--- config.mk ---
export PLATFORM = sky130hd
export DESIGN_NAME = command_line_keyword_matcher_flat
export DESIGN_NICKNAME = d
export VERILOG_FILES = /design/src/rtl/kwm_pkg.sv /design/src/rtl/kwm_if.sv /design/src/rtl/kwm_cfg.sv /design/src/rtl/kwm_line.sv /design/src/rtl/command_line_keyword_matcher.sv /design/src/flat_wrapper.sv
export SDC_FILE = /design/constraint.sdc
export NUM_CORES = 1
export LEC_CHECK = 0
export BUFFER_PORTS_ARGS = -buffer_cell sky130_fd_sc_hd__buf_4
export CORE_ASPECT_RATIO = 1.5
export CORE_MARGIN = 2
export CORE_UTILIZATION = 66
export CTS_BUF_LIST = sky130_fd_sc_hd__clkbuf_2 sky130_fd_sc_hd__clkbuf_4 sky130_fd_sc_hd__clkbuf_8
export CTS_CLUSTER_DIAMETER = 50
export DETAILED_ROUTE_END_ITERATION = 10
export PLACE_DENSITY = 0.83
export SYNTH_ARGS = -nofsm -noshare
export SYNTH_HDL_FRONTEND = slang
export SYNTH_SLANG_ARGS = --single-unit
export TNS_END_PERCENT = 10
--- constraint.sdc ---
create_clock -name clk -period 6.1 [get_ports clk]
set_clock_uncertainty 0.2 [all_clocks]
set_input_delay 0.61 -clock clk [delete_from_list [all_inputs] [get_ports clk]]
set_output_delay 0.61 -clock clk [all_outputs]
set_load 0.05 [all_outputs]
--- src/rtl/kwm_pkg.sv ---
// Shared constants and types for the command line keyword matcher.
package kwm_pkg;

	localparam int REG_SLOTS      = 7;
	localparam int NAME_SLOTS_DEF = 7;
	localparam int NAME_BYTES_DEF = 8;
	localparam int CFG_DATA_W     = 64;
	localparam int CFG_INDEX_W    = 3;
	localparam int MAX_LEN_W      = 8;
	localparam int LINE_LEN_W     = 9;
	localparam int SYM_W          = 8;
	localparam int SLOT_W         = 3;

	localparam logic [SYM_W-1:0] SYM_NEWLINE = 8'h0A;
	localparam logic [SYM_W-1:0] SYM_RETURN  = 8'h0D;
	localparam logic [SYM_W-1:0] SYM_SPACE   = 8'h20;

	localparam logic [MAX_LEN_W-1:0] MAX_LEN_RESET = 8'd64;

	// register indexes on the config port
	localparam logic [CFG_INDEX_W-1:0] REG_MAX_LEN   = 3'd0;
	localparam logic [CFG_INDEX_W-1:0] REG_NAME_BASE = 3'd1;

	typedef enum logic [1:0] {
		ST_BUSY     = 2'd0,
		ST_MATCH    = 2'd1,
		ST_UNKNOWN  = 2'd2,
		ST_TOO_LONG = 2'd3
	} status_t;

	typedef struct packed {
		status_t             status;
		logic [SLOT_W-1:0]   slot;
	} result_t;

endpackage

--- src/rtl/kwm_if.sv ---
// Handshake channels: received symbols in, match results out.
interface kwm_sym_if;
	logic                     valid;
	logic                     ready;
	logic [kwm_pkg::SYM_W-1:0] symbol;

	modport source (output valid, output symbol, input ready);
	modport sink   (input valid, input symbol, output ready);
endinterface

interface kwm_res_if;
	logic                      valid;
	logic                      ready;
	logic [1:0]                status;
	logic [kwm_pkg::SLOT_W-1:0] matched_slot;

	modport source (output valid, output status, output matched_slot, input ready);
	modport sink   (input valid, input status, input matched_slot, output ready);
endinterface

--- src/rtl/kwm_cfg.sv ---
// Configuration registers: maximum line length and the command name slots.
module kwm_cfg (
	input  logic                              clk,
	input  logic                              arst_n,
	input  logic                              we,
	input  logic [kwm_pkg::CFG_INDEX_W-1:0]   index,
	input  logic [kwm_pkg::CFG_DATA_W-1:0]    data,
	output logic [kwm_pkg::MAX_LEN_W-1:0]     max_len,
	output logic [kwm_pkg::CFG_DATA_W-1:0]    names [kwm_pkg::REG_SLOTS]
);

	logic [kwm_pkg::MAX_LEN_W-1:0]  max_len_q;
	logic [kwm_pkg::CFG_DATA_W-1:0] names_q [kwm_pkg::REG_SLOTS];

	always_ff @(posedge clk or negedge arst_n) begin
		if (!arst_n) begin
			max_len_q <= kwm_pkg::MAX_LEN_RESET;
			for (int i = 0; i < kwm_pkg::REG_SLOTS; i++) begin
				names_q[i] <= '0;
			end
		end else if (we) begin
			if (index == kwm_pkg::REG_MAX_LEN) begin
				max_len_q <= data[kwm_pkg::MAX_LEN_W-1:0];
			end else begin
				names_q[kwm_pkg::CFG_INDEX_W'(index - kwm_pkg::REG_NAME_BASE)] <= data;
			end
		end
	end

	assign max_len = max_len_q;
	assign names   = names_q;

endmodule

--- src/rtl/kwm_line.sv ---
// Line state and per-symbol compare against all name slots in one pass.
module kwm_line #(
	parameter int NAME_SLOTS = kwm_pkg::NAME_SLOTS_DEF,
	parameter int NAME_BYTES = kwm_pkg::NAME_BYTES_DEF
) (
	input  logic                          clk,
	input  logic                          arst_n,
	input  logic                          go,
	input  logic [kwm_pkg::SYM_W-1:0]     sym,
	input  logic [kwm_pkg::MAX_LEN_W-1:0] max_len,
	input  logic [kwm_pkg::CFG_DATA_W-1:0] names [kwm_pkg::REG_SLOTS],
	output kwm_pkg::result_t              res
);

	localparam int TOK_W = $clog2(NAME_BYTES + 2);
	localparam logic [TOK_W-1:0] TOK_FULL = TOK_W'(NAME_BYTES);
	localparam logic [TOK_W-1:0] TOK_SAT  = TOK_W'(NAME_BYTES + 1);
	localparam logic [kwm_pkg::LINE_LEN_W-1:0] LINE_SAT = '1;

	logic [kwm_pkg::LINE_LEN_W-1:0] line_len_q, line_len_n;
	logic [TOK_W-1:0]               tok_len_q, tok_len_n;
	logic                           tok_done_q, tok_done_n;
	logic [NAME_SLOTS-1:0]          still_q, still_n;

	logic [kwm_pkg::SYM_W-1:0] cur_byte [NAME_SLOTS];
	logic [NAME_SLOTS-1:0]     hit;
	logic [NAME_SLOTS-1:0]     keep;
	logic                      tl_in_name;
	logic                      found;
	logic [kwm_pkg::SLOT_W-1:0] first_hit;
	logic                      too_long;

	assign tl_in_name = tok_len_q < TOK_FULL;
	assign too_long   = {1'b0, max_len} < line_len_q;

	// name byte at the current token position, per slot
	always_comb begin
		for (int s = 0; s < NAME_SLOTS; s++) begin
			cur_byte[s] = '0;
			for (int p = 0; p < NAME_BYTES; p++) begin
				if (tok_len_q == TOK_W'(p)) begin
					cur_byte[s] = names[s][8*p +: 8];
				end
			end
			keep[s] = tl_in_name && (sym != '0) && (cur_byte[s] == sym);
			hit[s]  = still_q[s] && (tok_len_q != '0) &&
				((tok_len_q == TOK_FULL) || (tl_in_name && (cur_byte[s] == '0)));
		end
	end

	// lowest matching slot wins
	always_comb begin
		found     = 1'b0;
		first_hit = '0;
		for (int s = NAME_SLOTS - 1; s >= 0; s--) begin
			if (hit[s]) begin
				found     = 1'b1;
				first_hit = kwm_pkg::SLOT_W'(s);
			end
		end
	end

	always_comb begin
		line_len_n = line_len_q;
		tok_len_n  = tok_len_q;
		tok_done_n = tok_done_q;
		still_n    = still_q;
		res.status = kwm_pkg::ST_BUSY;
		res.slot   = '0;
		if (sym == kwm_pkg::SYM_NEWLINE) begin
			res.status = found ? kwm_pkg::ST_MATCH : kwm_pkg::ST_UNKNOWN;
			res.slot   = found ? first_hit : '0;
			line_len_n = '0;
			tok_len_n  = '0;
			tok_done_n = 1'b0;
			still_n    = '1;
		end else if (too_long) begin
			res.status = kwm_pkg::ST_TOO_LONG;
			line_len_n = '0;
			tok_len_n  = '0;
			tok_done_n = 1'b0;
			still_n    = '1;
		end else if (sym != kwm_pkg::SYM_RETURN) begin
			if (!tok_done_q) begin
				if (sym == kwm_pkg::SYM_SPACE) begin
					tok_done_n = 1'b1;
				end else begin
					still_n = still_q & keep;
					if (tok_len_q < TOK_SAT) begin
						tok_len_n = tok_len_q + 1'b1;
					end
				end
			end
			if (line_len_q != LINE_SAT) begin
				line_len_n = line_len_q + 1'b1;
			end
		end
	end

	always_ff @(posedge clk or negedge arst_n) begin
		if (!arst_n) begin
			line_len_q <= '0;
			tok_len_q  <= '0;
			tok_done_q <= 1'b0;
			still_q    <= '1;
		end else if (go) begin
			line_len_q <= line_len_n;
			tok_len_q  <= tok_len_n;
			tok_done_q <= tok_done_n;
			still_q    <= still_n;
		end
	end

endmodule

--- src/rtl/command_line_keyword_matcher.sv ---
// Top level of the command line keyword matcher.
//
// Usage: one received character per request on the sym channel (valid/ready,
// payload symbol). Every request produces exactly one result on the res
// channel: status (busy, matched, unknown command, line too long) and
// matched_slot (lowest matching name slot when matched, else zero).
// Names and the maximum line length are written through the plain config
// port (cfg_we/cfg_index/cfg_data) while no request is in flight.
//
// Timing: a request taken into the input stage is compared against all
// name slots in one pass and then lands in the result register.
// Throughput is one request per cycle while res.ready is high; the line state
// update is combinational: consecutive characters never wait on each other.
//
// Stall: the result register holds its request until res.ready; meanwhile one
// more character can wait in the input stage, after which sym.ready drops.
//
// Reset (arst_n low): line empty, all slots armed, names cleared,
// maximum line length 64, both stages empty.
module command_line_keyword_matcher #(
	parameter int NAME_SLOTS = kwm_pkg::NAME_SLOTS_DEF,
	parameter int NAME_BYTES = kwm_pkg::NAME_BYTES_DEF
) (
	input  logic                             clk,
	input  logic                             arst_n,
	kwm_sym_if.sink                          sym,
	kwm_res_if.source                        res,
	input  logic                             cfg_we,
	input  logic [kwm_pkg::CFG_INDEX_W-1:0]  cfg_index,
	input  logic [kwm_pkg::CFG_DATA_W-1:0]   cfg_data
);

	logic [kwm_pkg::MAX_LEN_W-1:0]  max_len;
	logic [kwm_pkg::CFG_DATA_W-1:0] names [kwm_pkg::REG_SLOTS];

	// input stage
	logic                      valid_s1;
	logic [kwm_pkg::SYM_W-1:0] sym_s1;

	// result stage
	logic              valid_s2;
	kwm_pkg::result_t  res_s2;

	kwm_pkg::result_t  step_res;
	logic              advance;

	// input stage moves on when the result register is free or draining
	assign advance   = valid_s1 && (!valid_s2 || res.ready);
	assign sym.ready = !valid_s1 || advance;

	kwm_cfg u_cfg (
		.clk     (clk),
		.arst_n  (arst_n),
		.we      (cfg_we),
		.index   (cfg_index),
		.data    (cfg_data),
		.max_len (max_len),
		.names   (names)
	);

	kwm_line #(
		.NAME_SLOTS (NAME_SLOTS),
		.NAME_BYTES (NAME_BYTES)
	) u_line (
		.clk     (clk),
		.arst_n  (arst_n),
		.go      (advance),
		.sym     (sym_s1),
		.max_len (max_len),
		.names   (names),
		.res     (step_res)
	);

	always_ff @(posedge clk or negedge arst_n) begin
		if (!arst_n) begin
			valid_s1 <= 1'b0;
		end else if (sym.ready) begin
			valid_s1 <= sym.valid;
		end
	end

	always_ff @(posedge clk) begin
		if (sym.valid && sym.ready) begin
			sym_s1 <= sym.symbol;
		end
	end

	always_ff @(posedge clk or negedge arst_n) begin
		if (!arst_n) begin
			valid_s2 <= 1'b0;
		end else if (advance) begin
			valid_s2 <= 1'b1;
		end else if (res.ready) begin
			valid_s2 <= 1'b0;
		end
	end

	always_ff @(posedge clk) begin
		if (advance) begin
			res_s2 <= step_res;
		end
	end

	assign res.valid        = valid_s2;
	assign res.status       = res_s2.status;
	assign res.matched_slot = res_s2.slot;

endmodule

--- src/flat_wrapper.sv ---
// flat-port wrapper written by rule: the top's interface ports become plain ports
module command_line_keyword_matcher_flat 
#(
	parameter int NAME_SLOTS = kwm_pkg::NAME_SLOTS_DEF,
	parameter int NAME_BYTES = kwm_pkg::NAME_BYTES_DEF
)
  (clk, arst_n, cfg_we, cfg_index, cfg_data, sym_valid, sym_symbol, sym_ready, res_valid, res_status, res_matched_slot, res_ready);
  kwm_sym_if sym_i ();
  kwm_res_if res_i ();
  input  logic clk;
  input  logic arst_n;
  input  logic cfg_we;
  input  logic [kwm_pkg::CFG_INDEX_W-1:0] cfg_index;
  input  logic [kwm_pkg::CFG_DATA_W-1:0] cfg_data;
  input wire logic [$bits(sym_i.valid)-1:0] sym_valid;
  input wire logic [$bits(sym_i.symbol)-1:0] sym_symbol;
  output wire logic [$bits(sym_i.ready)-1:0] sym_ready;
  output wire logic [$bits(res_i.valid)-1:0] res_valid;
  output wire logic [$bits(res_i.status)-1:0] res_status;
  output wire logic [$bits(res_i.matched_slot)-1:0] res_matched_slot;
  input wire logic [$bits(res_i.ready)-1:0] res_ready;
  assign sym_i.valid = sym_valid;
  assign sym_i.symbol = sym_symbol;
  assign sym_ready = sym_i.ready;
  assign res_valid = res_i.valid;
  assign res_status = res_i.status;
  assign res_matched_slot = res_i.matched_slot;
  assign res_i.ready = res_ready;
  command_line_keyword_matcher #(.NAME_SLOTS(NAME_SLOTS), .NAME_BYTES(NAME_BYTES)) u_core (.clk(clk), .arst_n(arst_n), .sym(sym_i), .res(res_i), .cfg_we(cfg_we), .cfg_index(cfg_index), .cfg_data(cfg_data));
endmodule
==> flow_summary.json <==
{
  "drcViolationCount": 0,
  "ys.flop_type": "dfrtp_1",
  "hpwl_um": 56100,
  "drv_cap": 0,
  "hold_depth": 2,
  "arrival_ns": 5.03,
  "slew_viol_final": 0,
  "clock_sinks": 492,
  "relSlewSlack_pct": 21.2,
  "dieArea_um2": 38300,
  "num-fill-cells": 2403,
  "cts_made_buffers": 75,
  "yosysWarningCount": 0,
  "finalHoldViolations": 0,
  "status": "finished, final reports clean",
  "post_drt_wl_per_cell_um": 31.4,
  "fp.dieW_um": 160,
  "port_buffers": 86,
  "grt_setup_unrepaired": "false",
  "finalSetupViolCount": 0,
  "vias": 18936,
  "ys_async_sr_fraction_pct": 97.4,
  "drive_above_1_share_pct": 34.5,
  "synthCells": 2087,
  "grt_pass1_wl_um": 124000,
  "drt_iter0_markers": 2306,
  "cts_tree": "built",
  "power_density_nw_per_um2": 525,
  "synth_edf_count": 13,
  "reg2regPathDepth": 11,
  "worstSetupPathType": "register to register",
  "vdd_drop_max_mv": 0.469,
  "power_leakage_nw": 11.3,
  "routed_wirelength_um": 84300,
  "syn_nets": 2182,
  "start_util_pct": 66.4,
  "period_minus_slack_ns": 4.87,
  "grt.total_usage_pct": 44.7,
  "clkTransAtPathRegs_ns": 0.06,
  "worstPathRequired_ns": 6.26,
  "crit_fanout": 99,
  "avgSynthCellArea_um2": 11.6,
  "dr.pass1.iters": 7,
  "final_cells": 2681,
  "nets": 2233,
  "cp_cell_sequence": "inv_1 -> ha_4 -> buf_12 -> inv_1 -> a31oi_1 -> o31ai_1 -> a211oi_1 -> a31oi_1 -> nand4_1 -> o311ai_2 -> a311oi_2",
  "cts_resized": 0,
  "grt_start_max_net_pins": 167,
  "ctsHtreeMaxLevel": 3,
  "grt_pass1_vias": 19090,
  "tightest_slew_ns": 1.18,
  "cp-start-kind": "register",
  "final_area_um2": 26900,
  "syn2layout_area_growth_pct": 11.0,
  "clockRootBuffer": "clkbuf_8",
  "p_total_mw": 14.1,
  "tns_ns": 0,
  "gp_congestion": 1.00,
  "pin_count": 87,
  "min_period_over_period_pct": 79.8,
  "dpl_cell_area_um2": 25200,
  "via_per_inst": 7.06,
  "antenna_found_initial": 2,
  "hp-class": "primary input to register",
  "holdWs_ns": 0.0376,
  "ant_nets": 0,
  "cts_buffer_depth": 3,
  "synth.distinct_cells": 78,
  "synth.cell_area_um2": 24200,
  "ys_seq_elements": 492,
  "clk_latency_ns": 0.67,
  "crit_slowest_cell": "o31ai_1",
  "slowest_delay_ns": 0.94,
  "fp.coreArea_um2": 36500,
  "fmaxAchievable_mhz": 205,
  "seq_area_frac_synth_pct": 51.1,
  "end_kind": "register",
  "die_h_um": 239,
  "gr-total-overflow": 0,
  "dp_cells": 2535,
  "rows": 86
}
## cells in the final DEF, fill, tap and decap left out, drive strengths merged, types with 9 or more instances in the layout
cell,count
dfrtp,471
mux2,456
nand2,214
clkbuf,120
buf,117
a21oi,108
o21ai,95
o211ai,56
nor2,48
xnor2,31
nor2b,31
inv,27
a31oi,26
nor3,25
xor2,25
nand2b,25
nand4,20
a32oi,19
nand3,19
ha,15
a22oi,14
nor4,14
edfxtp,13
o2bb2ai,12
or3,11
a21o,11
o221a,11
dlygate4sd3,10
o31ai,9
## cell usage after synthesis, types with 11 or more instances
master | instances | area (um^2)
buf_2 | 53 | 265
ha_1 | 15 | 188
a31oi_1 | 26 | 163
a21o_1 | 11 | 82.6
edfxtp_1 | 13 | 390
nand3_1 | 19 | 95.1
or3_1 | 11 | 68.8
clkbuf_1 | 66 | 248
o21ai_1 | 12 | 60.1
a22oi_1 | 13 | 97.6
inv_1 | 22 | 82.6
nand4_1 | 20 | 125
nand2_1 | 214 | 803
nand2b_1 | 24 | 150
nor3_1 | 25 | 125
nor2_1 | 47 | 176
a32oi_1 | 18 | 158
xnor2_1 | 31 | 272
buf_4 | 17 | 128
o21ai_0 | 83 | 415
o2bb2ai_1 | 12 | 105
nor4_1 | 12 | 75.1
dfrtp_1 | 471 | 11800
mux2_2 | 456 | 5130
a21oi_1 | 106 | 531
xor2_1 | 25 | 219
o211ai_1 | 55 | 413
nor2b_1 | 31 | 194
## cell type report
| type | count | area [um^2] | share of cell area, % |
|---|---|---|---|
| Multi-Input combinational cell | 1417 | 11100 | 41.3 |
| Timing Repair Buffer | 127 | 1060 | 3.94 |
| Clock buffer | 120 | 1500 | 5.56 |
| Tap cell | 484 | 606 | 2.25 |
| Inverter | 25 | 93.8 | 0.349 |
| Clock inverter | 15 | 144 | 0.535 |
| Antenna cell | 1 | 2.50 | 0.00930 |
| Sequential cell | 492 | 12400 | 46.1 |
## registers in the layout, indices dropped and copies added, names as in the netlist, 2 cells and up
signal,cells
u_core.u_cfg.max_len,8
u_core.u_line.still_q,7
u_core.u_line.tok_len_q,4
u_core.u_line.line_len_q,9
u_core.sym_s1,8
u_core.res.status,2
u_core.u_cfg.names,448
u_core.res.matched_slot,3
## stage by stage
| stage | worst slack, ns | utilization, % |
|---|---|---|
| floorplan | 3.08 | - |
| global placement | 1.40 | 69.0 |
| detailed placement | 1.33 | 69.0 |
| CTS | 1.29 | 73.7 |
| global route | 1.14 | 73.7 |
| finish | 1.23 | 73.7 |
## cell families (layout without fill, tap and decap cells)
| kind of cell | after synthesis | count (layout) | share of synthesized area (%) |
|---|---|---|---|
| AO/OA/AOI/OAI | 445 | 445 | 12.4 |
| XOR/XNOR | 56 | 56 | 2.02 |
| adder cells (fa/ha/maj) | 15 | 15 | 0.774 |
| buffers and inverters | 178 | 287 | 3.57 |
| flip-flops | 492 | 492 | 51.1 |
| multiplexers | 458 | 458 | 21.3 |
| other | 0 | 1 | 0 |
| AND/OR/NAND/NOR | 443 | 443 | 8.82 |
## worst max-delay path, delay by kind of cell (launching register included)
kind                       cells  cell delay (ns)
AOI/OAI and AO/OA              6             2.11
buffers and inverters          3             0.99
adders and majority gates      1             0.45
and+or+nand+nor                1             0.28
DFF                            1             0.47
## layer usage
layer | up-vias | track usage (%) | part of all wire (%)
met5 | - | 0 | 0.017
met4 | 2 | 35.5 | 9.7
li1 | 7731 | - | -
met1 | 9520 | 52.8 | 34
met2 | 1276 | 71.5 | 47
met3 | 407 | 9.25 | 9.4
## worst paths after layout
kind / from / endpoint / slack [ns]
max in group asynchronous: arst_n / u_core.u_cfg.names[242]$_DFFE_PN0P_ / 3.83
max: u_core.u_line.tok_len_q[1]$_DFFE_PN0P_ / u_core.res.matched_slot[1]$_SDFFCE_PP0P_ / 1.23
min reg2reg: u_core.u_cfg.names[141]$_DFFE_PN0P_ / u_core.u_cfg.names[141]$_DFFE_PN0P_ / 0.30
max reg2reg: u_core.u_line.tok_len_q[1]$_DFFE_PN0P_ / u_core.res.matched_slot[1]$_SDFFCE_PP0P_ / 1.23
min: cfg_data[18] / u_core.u_cfg.names[146]$_DFFE_PN0P_ / 0.04
min in group asynchronous: arst_n / u_core.u_cfg.names[438]$_DFFE_PN0P_ / 0.35
## repair_timing
item                      CTS  global route
buffers inserted            0             0
hold buffers               10             0
hold endpoints to repair   96             0
## where the power goes
part	switching (mW)	internal, mW	total, mW
clock network	1.35	1.61	2.96
logic	3.92	2.30	6.22
registers	0.680	4.25	4.93
Note: power is estimated with default switching activity, not from simulation.
